**src/gs_pkg.sv**
```systemverilog
// Shared types and constants for the Gauss-Seidel solver core.
package gs_pkg;

	localparam int MAX_N = 16;
	localparam int IN_ROW_W = 4;
	localparam int OUT_IDX_W = 4;

	typedef enum logic [1:0] {
		MODE_MATRIX = 2'd0,
		MODE_RHS    = 2'd1,
		MODE_SOLVE  = 2'd2,
		MODE_NONE   = 2'd3
	} mode_t;

	typedef enum logic [1:0] {
		ST_CONVERGED = 2'd0,
		ST_LIMIT     = 2'd1,
		ST_ZERO_DIAG = 2'd2
	} status_t;

	localparam logic [1:0] CFG_SIZE = 2'd0;
	localparam logic [1:0] CFG_TOL  = 2'd1;
	localparam logic [1:0] CFG_MAXS = 2'd2;

	typedef struct packed {
		logic [1:0]         mode;
		logic [3:0]         row;
		logic [3:0]         column;
		logic signed [31:0] value;
	} in_item_t;

	typedef struct packed {
		logic [3:0]         index;
		logic signed [31:0] solution;
		logic               last;
		logic [1:0]         status;
		logic [15:0]        sweeps_done;
		logic [30:0]        final_change;
	} out_item_t;

	typedef enum logic [3:0] {
		S_IDLE,
		S_CLEAR,
		S_DIAG,
		S_DIAG_CHK,
		S_MAC,
		S_MAC_WAIT,
		S_DIV,
		S_DIV_WAIT,
		S_UPDATE,
		S_SWEEP_END,
		S_EMIT_RD,
		S_EMIT
	} state_t;

	// Commands from the controller to the datapath.
	typedef struct packed {
		logic clear_x;
		logic rd_diag;
		logic chk_diag;
		logic mac_start;
		logic mac_step;
		logic div_start;
		logic update;
		logic sweep_end;
		logic rd_emit;
	} gs_cmd_t;

	// Status returned by the datapath.
	typedef struct packed {
		logic diag_zero;
		logic div_done;
		logic converged;
	} gs_sts_t;

endpackage

```
**src/gs_ctrl.sv**
```systemverilog
// Controller: sequences loads, sweeps, convergence checks and result emission.
module gs_ctrl #(
	parameter int IW = 4
) (
	input  logic              clk,
	input  logic              arst_n,
	input  logic              in_valid,
	output logic              in_stall,
	input  gs_pkg::in_item_t  in_item,
	input  logic [4:0]        system_size,
	input  logic [15:0]       max_sweeps,
	output gs_pkg::gs_cmd_t   cmd,
	input  gs_pkg::gs_sts_t   sts,
	output logic              wr_a,
	output logic              wr_b,
	output logic [IW-1:0]     row_i,
	output logic [IW-1:0]     col_j,
	output logic              out_load,
	input  logic              out_free,
	output logic              out_last,
	output logic [1:0]        out_status,
	output logic [15:0]       out_sweeps
);
	import gs_pkg::*;

	localparam int NW = $clog2(MAX_N + 1);

	state_t        state_q, state_d;
	logic [IW-1:0] i_q, i_d, j_q, j_d;
	logic [NW-1:0] n_q, n_d;
	logic [15:0]   sw_q, sw_d;
	status_t       st_q, st_d;
	logic [1:0]    drain_q, drain_d;
	logic          accept;
	logic          i_last, j_last;
	logic [NW-1:0] n_eff;
	logic          in_rng_r, in_rng_c;

	always_comb begin
		if (system_size == 5'd0)
			n_eff = NW'(1);
		else if (32'(system_size) > MAX_N)
			n_eff = NW'(MAX_N);
		else
			n_eff = NW'(system_size);
		i_last = (NW'(i_q) == n_q - 1'b1);
		j_last = (NW'(j_q) == n_q - 1'b1);
		in_rng_r = (32'(in_item.row) < MAX_N);
		in_rng_c = (32'(in_item.column) < MAX_N);
	end

	assign in_stall = (state_q != S_IDLE);
	assign accept = in_valid && !in_stall;
	assign wr_a = accept && in_item.mode == MODE_MATRIX && in_rng_r && in_rng_c;
	assign wr_b = accept && in_item.mode == MODE_RHS && in_rng_r;
	assign row_i = i_q;
	assign col_j = j_q;
	assign out_last = i_last;
	assign out_status = st_q;
	assign out_sweeps = sw_q;

	always_ff @(posedge clk or negedge arst_n) begin
		if (!arst_n) begin
			state_q <= S_IDLE;
			i_q <= '0;
			j_q <= '0;
			n_q <= NW'(4);
			sw_q <= '0;
			st_q <= ST_CONVERGED;
			drain_q <= '0;
		end else begin
			state_q <= state_d;
			i_q <= i_d;
			j_q <= j_d;
			n_q <= n_d;
			sw_q <= sw_d;
			st_q <= st_d;
			drain_q <= drain_d;
		end
	end

	always_comb begin
		state_d = state_q;
		i_d = i_q;
		j_d = j_q;
		n_d = n_q;
		sw_d = sw_q;
		st_d = st_q;
		drain_d = drain_q;
		cmd = '0;
		out_load = 1'b0;
		unique case (state_q)
			S_IDLE: begin
				if (accept && in_item.mode == MODE_SOLVE) begin
					n_d = n_eff;
					sw_d = '0;
					i_d = '0;
					j_d = '0;
					state_d = S_CLEAR;
				end
			end
			S_CLEAR: begin
				cmd.clear_x = 1'b1;
				if (32'(j_q) == MAX_N - 1) begin
					j_d = '0;
					state_d = S_DIAG;
				end else
					j_d = j_q + 1'b1;
			end
			S_DIAG: begin
				cmd.rd_diag = 1'b1;
				state_d = S_DIAG_CHK;
			end
			S_DIAG_CHK: begin
				if (sts.diag_zero) begin
					st_d = ST_ZERO_DIAG;
					i_d = '0;
					state_d = S_EMIT_RD;
				end else if (i_last) begin
					i_d = '0;
					if (max_sweeps == '0) begin
						st_d = ST_LIMIT;
						state_d = S_EMIT_RD;
					end else begin
						cmd.mac_start = 1'b1;
						state_d = S_MAC;
					end
				end else begin
					i_d = i_q + 1'b1;
					state_d = S_DIAG;
				end
			end
			S_MAC: begin
				cmd.mac_step = 1'b1;
				if (j_last) begin
					j_d = '0;
					drain_d = 2'd3;
					state_d = S_MAC_WAIT;
				end else
					j_d = j_q + 1'b1;
			end
			S_MAC_WAIT: begin
				// Let the read and product stages empty into the accumulator.
				drain_d = drain_q - 1'b1;
				if (drain_q == 2'd1)
					state_d = S_DIV;
			end
			S_DIV: begin
				cmd.div_start = 1'b1;
				state_d = S_DIV_WAIT;
			end
			S_DIV_WAIT: begin
				if (sts.div_done)
					state_d = S_UPDATE;
			end
			S_UPDATE: begin
				cmd.update = 1'b1;
				if (i_last) begin
					i_d = '0;
					sw_d = sw_q + 1'b1;
					state_d = S_SWEEP_END;
				end else begin
					i_d = i_q + 1'b1;
					cmd.mac_start = 1'b1;
					state_d = S_MAC;
				end
			end
			S_SWEEP_END: begin
				cmd.sweep_end = 1'b1;
				if (sts.converged) begin
					st_d = ST_CONVERGED;
					state_d = S_EMIT_RD;
				end else if (sw_q >= max_sweeps) begin
					st_d = ST_LIMIT;
					state_d = S_EMIT_RD;
				end else begin
					cmd.mac_start = 1'b1;
					state_d = S_MAC;
				end
			end
			S_EMIT_RD: begin
				cmd.rd_emit = 1'b1;
				state_d = S_EMIT;
			end
			S_EMIT: begin
				if (out_free) begin
					out_load = 1'b1;
					if (i_last) begin
						i_d = '0;
						state_d = S_IDLE;
					end else begin
						i_d = i_q + 1'b1;
						state_d = S_EMIT_RD;
					end
				end
			end
			default: state_d = S_IDLE;
		endcase
	end

	a_update_in_sweep: assert property (@(posedge clk) disable iff (!arst_n)
		cmd.update |-> (state_q == S_UPDATE && $past(state_q) == S_DIV_WAIT))
		else $error("unknown updated outside a division result");
	a_no_accept_busy: assert property (@(posedge clk) disable iff (!arst_n)
		(state_q != S_IDLE) |-> !accept)
		else $error("item accepted while solving");
	a_sweep_bound: assert property (@(posedge clk) disable iff (!arst_n)
		(state_q == S_MAC) |-> (sw_q < max_sweeps))
		else $error("sweep started past the limit");
	a_index_range: assert property (@(posedge clk) disable iff (!arst_n)
		(state_q == S_EMIT) |-> (NW'(i_q) < n_q))
		else $error("emit index beyond system size");

endmodule
```
**config.mk**
```make
export PLATFORM = sky130hd
export DESIGN_NAME = gs_ctrl
export DESIGN_NICKNAME = d
export VERILOG_FILES = /design/src/gs_pkg.sv /design/src/gs_ctrl.sv
export SDC_FILE = /design/constraint.sdc
export NUM_CORES = 1
export LEC_CHECK = 0
export ABC_AREA = 1
export BUFFER_PORTS_ARGS = -buffer_cell sky130_fd_sc_hd__buf_4
export CORE_MARGIN = 8
export CORE_UTILIZATION = 45
export CTS_CLUSTER_DIAMETER = 200
export DETAILED_ROUTE_END_ITERATION = 8
export PLACE_DENSITY_LB_ADDON = 0.25
export SETUP_SLACK_MARGIN = 0.15
export SYNTH_ARGS = -nofsm -noshare
export SYNTH_HDL_FRONTEND = slang
export SYNTH_SLANG_ARGS = --single-unit
```
**constraint.sdc**
```tcl
create_clock -name clk -period 1.7 [get_ports clk]
set_input_delay 0.085 -clock clk [delete_from_list [all_inputs] [get_ports clk]]
set_output_delay 0.085 -clock clk [all_outputs]
set_load 0.1 [all_outputs]
```
======== Word-level counts from Yosys, hierarchy flattened ========
Index checks and enable logic that the tools add are counted.
storage, ports and cells
  input bits .............................. 70
  bits in latches ......................... 0
  output and inout port bits .............. 40
  register bits after elaboration ......... 37
  memory bits (writable) .................. 0
  memory bits (read-only) ................. 0
  logic and storage cells ................. 114
  memories kept ........................... 0
operators by class
  shift-type cells ........................ 0
  add/sub/neg operators ................... 5
  bitwise gates (word level) .............. 0
  eq/ne operators ......................... 27
  div/mod/pow operators ................... 0
  muxes and demuxes ....................... 51
  $mul .................................... 0
  order comparisons ....................... 2
  reduce and logical (&&, ||, !) cells .... 22
operators by type and width
  operator                                             count
  2-to-1 mux 4 bit                                     19
  one-hot mux 4 bit (12 select lines)                  1
  2-to-1 mux 16 bit                                    2
  one-hot mux 16 bit (2 select lines)                  1
  equality test 4 bit, second input constant           5
  adder 16 x 1 -> 16 bit, second input constant        1
  equality test 4 x 3 -> 1 bit, second input constant  4
  >= comparator 16 bit                                 1
  logical NOT 16 bit                                   1
  one-hot mux 4 bit (4 select lines)                   1
  2-to-1 mux 1 bit                                     15
  inequality test 2 bit, second input constant         7
  2-to-1 mux 2 bit                                     6
  one-hot mux 4 bit (3 select lines)                   1
  equality test 4 x 5 -> 1 bit                         2
  2-to-1 mux 5 bit                                     2
  inequality test 3 bit, second input constant         3
  adder 4 x 1 -> 4 bit, second input constant          2
  equality test 4 x 2 -> 1 bit, second input constant  2
  one-hot mux 2 bit (2 select lines)                   2
  nonzero test 4 bit                                   2
  AND reduction 2 bit                                  3
  AND reduction 3 bit                                  2
  AND reduction 6 bit                                  1
  15 further kinds                                     21

======== Logic depth before layout (Yosys ltp) ========
Gate-level depths: netlist of run 1.
  word-level depth ........................ 6
  gate-level depth with buffers ........... 15
  gate-level depth less buffers ........... 15

======== Worst setup path before layout of run 1 ========
Ideal clock, no wire load.
  path kind ............................... register -> output
  from .................................... register i_q[0], in the netlist row_i[0]
  to ...................................... output port cmd[5] (netlist name)
  stages on the path, launching flop included .. 9
  slack ................................... -2213 ps
  arrival time ............................ 3828 ps
  required time ........................... 1615 ps
  path buffers ............................ 0
  path through ............................ dfrtp_1 > inv_1 > nand2_1 > nand2_1 > nor2_1 > nand3_1 > nor2_1 > nand3_1 > nand3_1
RTL lines
  what                      line           text
  start: declaration        gs_ctrl.sv:29  logic [IW-1:0] i_q, i_d, j_q, j_d;
  start signal: assignment  gs_ctrl.sv:73  i_q <= i_d;
  end: declaration          gs_ctrl.sv:12  output gs_pkg::gs_cmd_t cmd,

==> results.py, run 1 <==
metrics = {
    "status": {
        "status": "finished, violations left",
        "violations": "negative setup slack",
    },
    "sta": {
        "worstMarginPinSlew_ns": 0.5020,
        "worst_slack_ns": -0.4164,
        "rsz0062_at_grt": "true",
        "hold_viol": 0,
        "fmax_mhz": 472.5,
        "finClkSkew_ns": 0.01803,
        "hold_ws_ns": 0.04204,
        "finalSetupViolCount": 41,
        "slew_headroom_pct": 66.53,
        "post-route-period-util_pct": 124.5,
        "slew_violations": 0,
        "final.setup.tns_ns": -9.100,
        "fin_crit_ns": 2.116,
    },
    "worst_setup_path": {
        "cp_max_fo": 4,
        "worstPathRequired_ns": 1.62,
        "path_class": "register to output pin",
        "cp-start-kind": "register",
        "end_kind": "output pin",
        "arrival_ns": 2.03,
    },
    "cts": {
        "cts_buffer_depth": 2,
        "cts.reportedPaths.clkPinSlew_ns": 0.09,
        "cts_inserted_buffers": 5,
        "cts_max_level": 2,
        "cts_tree": "built",
        "root_buffer": "clkbuf_8",
        "clock_sinks": 37,
        "clock_latency_ns": 0.31,
    },
    "yosys": {
        "yosysSeqAreaShare_pct": 31.37,
        "syn_inst": 436,
        "synthTopCellsByArea": "dfrtp_1 30%, nand2_1 15%, ha_1 8.9%, inv_1 8.9%, nand3_1 5.9%",
        "synthArstFlopShare_pct": 100.0,
        "synth_fp_nets": 527,
        "synth_edf_count": 0,
        "ys_types": 35,
        "avgSynthCellArea_um2": 6.778,
        "synth_top_area_cell": "dfrtp_1",
        "synth_top_flop_cell": "dfrtp_1",
        "syn_area_um2": 2955,
        "ys_ff_latch": 37,
        "ys_warn_count": 0,
        "synth.top_cell.area_share_pct": 30.48,
    },
    "power_and_ir_drop": {
        "leakage_nw": 2.511,
        "peakVddDrop_v": 0.001781,
        "power_density_nw_per_um2": 1421,
    },
    "floorplan": {
        "row_count": 29,
        "fp.dieW_um": 97.04,
        "core_area_um2": 6350,
        "initial_core_util_pct": 46.54,
        "die_h_um": 97.04,
        "ios": 110,
        "design.die.area_um2": 9417,
    },
    "global_route": {
        "grt_antenna_before_repair": 0,
        "grt_pass1_wl_mm": 17.68,
        "grt_pass1_vias": 3791,
        "grt_max_degree": 38,
        "grtUsageTotal_pct": 22.46,
        "grt_overflow_total": 0,
    },
    "placement": {
        "dp_hpwl_mm": 7.382,
        "numPortBuffers": 68,
        "place_ws_ns": -0.1775,
        "globalplace.congestion": 0.9490,
    },
    "routing": {
        "drtPass1Iterations": 9,
        "vias": 3906,
        "drcViolationCount": 0,
        "wl_mm": 13.12,
        "vias_per_cell": 5.821,
        "wl_per_cell_um": 19.55,
        "ant_nets": 0,
        "drt_iter0_markers": 339,
    },
    "layout": {
        "fill_cells": 314,
        "final_cell_mix": "113 x buf_4, 85 x nand2_1, 58 x inv_1",
        "final_common_cell": "buf_4",
        "drive_gt1_share_pct": 53.03,
        "nets": 684,
        "syn2layout_area_growth_pct": 78.37,
        "diodes": 0,
    },
    "job": {
        "maxCapViolCount": 0,
    },
    "worst_hold_path": {
        "hp-class": "input pin to register",
    },
}
## final timing paths
kind                                        endpoint  slack, ns                       from  cells past startpoint
setup / recovery                              cmd[5]      -0.42  out_sweeps[2]$_DFFE_PN0P_                     11
hold / removal                    n_q[2]$_DFFE_PN1P_       0.04             system_size[2]                      3
setup reg to reg           out_sweeps[2]$_DFFE_PN0P_      -0.39         n_q[0]$_DFFE_PN0P_                     15
hold reg to reg               drain_q[0]$_DFFE_PN0P_       0.52     drain_q[0]$_DFFE_PN0P_                      1
max in group asynchronous  out_sweeps[9]$_DFFE_PN0P_       1.03                     arst_n                      2
min in group asynchronous  out_sweeps[2]$_DFFE_PN0P_       0.28                     arst_n                      2
## report_power, final
part | switching [W] | total (W) | leakage [nW] | internal, W
Sequential | 0.000248 | 0.00137 | 0.449 | 0.00113
Clock | 0.000342 | 0.000674 | 0.0455 | 0.000332
Combinational | 0.00346 | 0.00544 | 2.02 | 0.00198
## cells in the mapped netlist (3+ instances only)
library cell  number
nand4_1           11
a21oi_1           17
o21ai_0           13
nor4_1             3
nor2_2             6
inv_1             70
dfrtp_1           36
nand2_1          115
o31ai_1            4
ha_1              21
o21ai_1            6
xor2_1            10
nor2_1            43
buf_4              3
o22ai_1            4
nor3_1            11
inv_2              4
nand3_1           35
## cell type report
class                           count  area [µm²]  share of cell area [%]
Clock buffer                        8       90.09                   1.709
Inverter                           74       296.5                   5.625
Timing Repair Buffer              157        1465                   27.79
Sequential cell                    37       984.7                   18.68
Tap cell                           77       96.34                   1.828
Multi-Input combinational cell    318        2338                   44.36
## repair_timing
action / CTS / global route
hold buffers: 1 / 0
hold endpoints to repair: 36 / 0
setup buffers: 19 / 8
endpoints found under the setup margin: 48 / 50
gates resized for setup: 108 / 78
pin swaps: 33 / 44
## through the flow
step / power, W / instance area (µm²) / cells / util, %
final: 0.007489 / 5271 / 671 / 83.01
after floorplan: 0.004230 / 3232 / 436 / -
after global placement: 0.005325 / 4237 / 635 / 66.72
after detailed placement: 0.005430 / 4237 / 635 / 66.72
after CTS: 0.006716 / 4927 / 663 / 77.60
after global routing: 0.007831 / 5271 / 671 / 83.01
## registers in the layout, summed over array words and instances, names as in the netlist
name / flops
out_sweeps: 16
n_q: 5
col_j: 4
row_i: 4
state_q: 4
drain_q: 2
out_status: 2
## routing by layer
metal  global-route usage [%]  share of wire (%)  vias up
met2                    39.32                 49      267
met4                    11.95                6.0        0
met1                    24.10                 37     1844
met5                        0                  0        -
met3                    5.903                8.6       84
li1                         -                  -     1711
## cell families (layout without fill, tap and decap cells)
group,Yosys count,after routing,synth area share [%]
buffers and inverters,81,239,11.18
adders and majority gates,21,21,8.891
other,1,1,0.1269
xor gates and xnor gates,12,12,3.556
and+or+nand+nor,236,236,35.99
AOI/OAI and AO/OA,48,48,8.891
DFF,37,37,31.37
## worst max-delay path: stages, from the launching register on
cell,delay [ns]
dfrtp_2,0.47
ha_1,0.29
nand2_1,0.10
inv_1,0.07
nand2_1,0.08
nand2_1,0.07
nand2_1,0.07
nand2_1,0.07
nand2_2,0.11
nand3_4,0.10
nand3_4,0.11
buf_12,0.17
Note: power is estimated with default switching activity, not from simulation.
==> inputs of run 2 (changes only) <==
--- a/config.mk
+++ b/config.mk
@@ -11,7 +11,9 @@
 export CORE_UTILIZATION = 45
 export CTS_CLUSTER_DIAMETER = 200
 export DETAILED_ROUTE_END_ITERATION = 8
+export GPL_ROUTABILITY_DRIVEN = 0
 export PLACE_DENSITY_LB_ADDON = 0.25
+export REMOVE_ABC_BUFFERS = 1
 export SETUP_SLACK_MARGIN = 0.15
 export SYNTH_ARGS = -nofsm -noshare
 export SYNTH_HDL_FRONTEND = slang
==> run 2 against run 1 <==
Effect of this change:
- the run still ends with negative setup slack left
- clock skew decreased by 0.0074 ns
- combinational power is 5.5% lower
- final cell count grew 0.30%
- setup slack better by 0.032 ns
- sequential power shrank 3%
- global-route usage is 0.71 points lower
- cell area down 3.9%
- power fell by 5.3%
- clock power shrank 8.3%
- hold slack better by 0.011 ns
- maximum frequency up 1.5%
- critical endpoint unchanged
==> results.py, run 2 (synthesis gave the netlist of run 1 again) <==
metrics = {
    "status": {
        "status": "finished, violations left",
        "violations": "negative setup slack",
    },
    "power_and_ir_drop": {
        "leakage_nw": 2.536,
        "power_w": 0.007089,
        "peakVddDrop_v": 0.001477,
        "power_density_nw_per_um2": 1400,
    },
    "worst_hold_path": {
        "hold_start": "system_size[2]",
        "hp-class": "input pin to register",
    },
    "layout": {
        "final_common_cell": "buf_4",
        "syn2layout_area_growth_pct": 71.38,
        "fill_cells": 379,
        "nets": 686,
        "drive_gt1_share_pct": 47.65,
        "largest_reg_flops": 16,
        "final_cell_area_um2": 5065,
        "diodes": 0,
        "final_cell_mix": "126 x buf_4, 88 x nand2_1, 57 x inv_1",
    },
    "worst_setup_path": {
        "path_cells": "inv_2 -> ha_4 -> inv_2 -> nand2_1 -> nand2_1 -> nor2_2 -> nand3_2 -> nor2_4 -> nand3_4 -> nand3_4 -> buf_12",
        "cp_max_fo": 3,
        "cp_slowest_cell": "dfrtp_1",
        "worstPathRequired_ns": 1.62,
        "reg2reg_from": "n_q[0]$_DFFE_PN0P_",
        "arrival_ns": 2.00,
        "end_kind": "output pin",
        "path_class": "register to output pin",
        "cp-start-kind": "register",
        "slowest_delay_ns": 0.36,
        "cp-startpoint": "n_q[0]$_DFFE_PN0P_",
    },
    "floorplan": {
        "initial_core_util_pct": 46.54,
        "fp.dieW_um": 97.04,
        "design.die.area_um2": 9417,
        "ios": 110,
        "core_area_um2": 6350,
        "row_count": 29,
        "die_h_um": 97.04,
    },
    "global_route": {
        "grt_max_degree": 38,
        "grt_overflow_total": 0,
        "grtUsageTotal_pct": 21.75,
        "grt_antenna_before_repair": 0,
        "grt_pass1_wl_mm": 17.34,
        "grt_pass1_vias": 3654,
    },
    "cts": {
        "clock_latency_ns": 0.30,
        "root_buffer": "clkbuf_8",
        "cts_inserted_buffers": 5,
        "cts.reportedPaths.clkPinSlew_ns": 0.07,
        "clock_sinks": 37,
        "cts_buffer_depth": 2,
        "cts_max_level": 2,
        "cts_tree": "built",
    },
    "routing": {
        "drcViolationCount": 0,
        "wl_mm": 12.26,
        "vias": 3748,
        "wl_per_cell_um": 18.22,
        "ant_nets": 0,
        "vias_per_cell": 5.569,
        "drt_iter0_markers": 348,
        "drtPass1Iterations": 5,
    },
    "placement": {
        "place_ws_ns": -0.2288,
        "dp_hpwl_mm": 7.303,
        "numPortBuffers": 68,
        "dpl_cell_area_um2": 3958,
    },
    "sta": {
        "hold_viol": 0,
        "fmax_mhz": 479.8,
        "fin_crit_ns": 2.084,
        "final.setup.tns_ns": -7.623,
        "rsz0062_at_grt": "true",
        "worstMarginPinSlew_ns": 0.5610,
        "slew_violations": 0,
        "worst_slack_ns": -0.3841,
        "hold_ws_ns": 0.05261,
        "slew_headroom_pct": 62.60,
        "finClkSkew_ns": 0.01066,
        "post-route-period-util_pct": 122.6,
        "finalSetupViolCount": 36,
    },
    "job": {
        "maxCapViolCount": 0,
    },
}
run 2: changes by cell type in the layout (fill, tap and decap cells not counted), sizes merged:
cell	delta
clkinv	+2
clkbuf	-2
buf	+2
run 2: through the flow:
stage,cells,util [%]
5_1_grt,673,79.76
2_1_floorplan,429,-
4_1_cts,663,73.16
3_3_place_gp,632,62.33
6_report,673,79.76
3_5_place_dp,632,62.33
run 2: worst max-delay path, delay by kind of cell, from the launching register on:
family / cells / cell delay [ns]
flops: 1 / 0.36
simple gates: 7 / 0.81
buf+inv: 3 / 0.27
fa+ha+maj: 1 / 0.27
run 2: metal layers:
layer,vias up,wire (µm),track usage (%)
met3,53,884,4.125
met2,195,6237,39.64
li1,1715,-,-
met1,1785,4638,24.62
met4,0,500,7.101
met5,-,0,0
run 2: what timing repair did:
item	CTS	global route
pin swaps	23	27
endpoints found under the hold margin	36	0
cloned	0	0
endpoints found under the setup margin	46	50
resized for setup	115	87
setup buffers	22	10
hold buffers	1	0
run 2: report_power, final:
part           internal [W]  leakage, nW  total (W)  switching [W]
Clock              0.000285       0.0450   0.000618       0.000334
Combinational       0.00183         2.00    0.00514        0.00331
Sequential          0.00110        0.487    0.00133       0.000228
run 2: worst paths after layout:
check | end | cells after the start | slack (ns)
setup reg to reg | out_sweeps[11]$_DFFE_PN0P_ | 15 | -0.38
min in group asynchronous | row_i[3]$_DFFE_PN0P_ | 2 | 0.29
setup / recovery | cmd[5] | 11 | -0.38
max in group asynchronous | state_q[0]$_DFFE_PN0P_ | 2 | 1.05
hold reg to reg | drain_q[0]$_DFFE_PN0P_ | 1 | 0.51
hold / removal | n_q[2]$_DFFE_PN1P_ | 3 | 0.05
run 2: layout make-up:
cell class / count / area (µm²) / area share (%)
timing repair buffer: 159 / 1430 / 28.24
inverter: 74 / 291.5 / 5.756
sequential: 37 / 929.6 / 18.35
clock inverter: 2 / 10.01 / 0.1976
clock buffer: 6 / 72.57 / 1.433
multi-input combinational: 318 / 2235 / 44.12
tap: 77 / 96.34 / 1.902
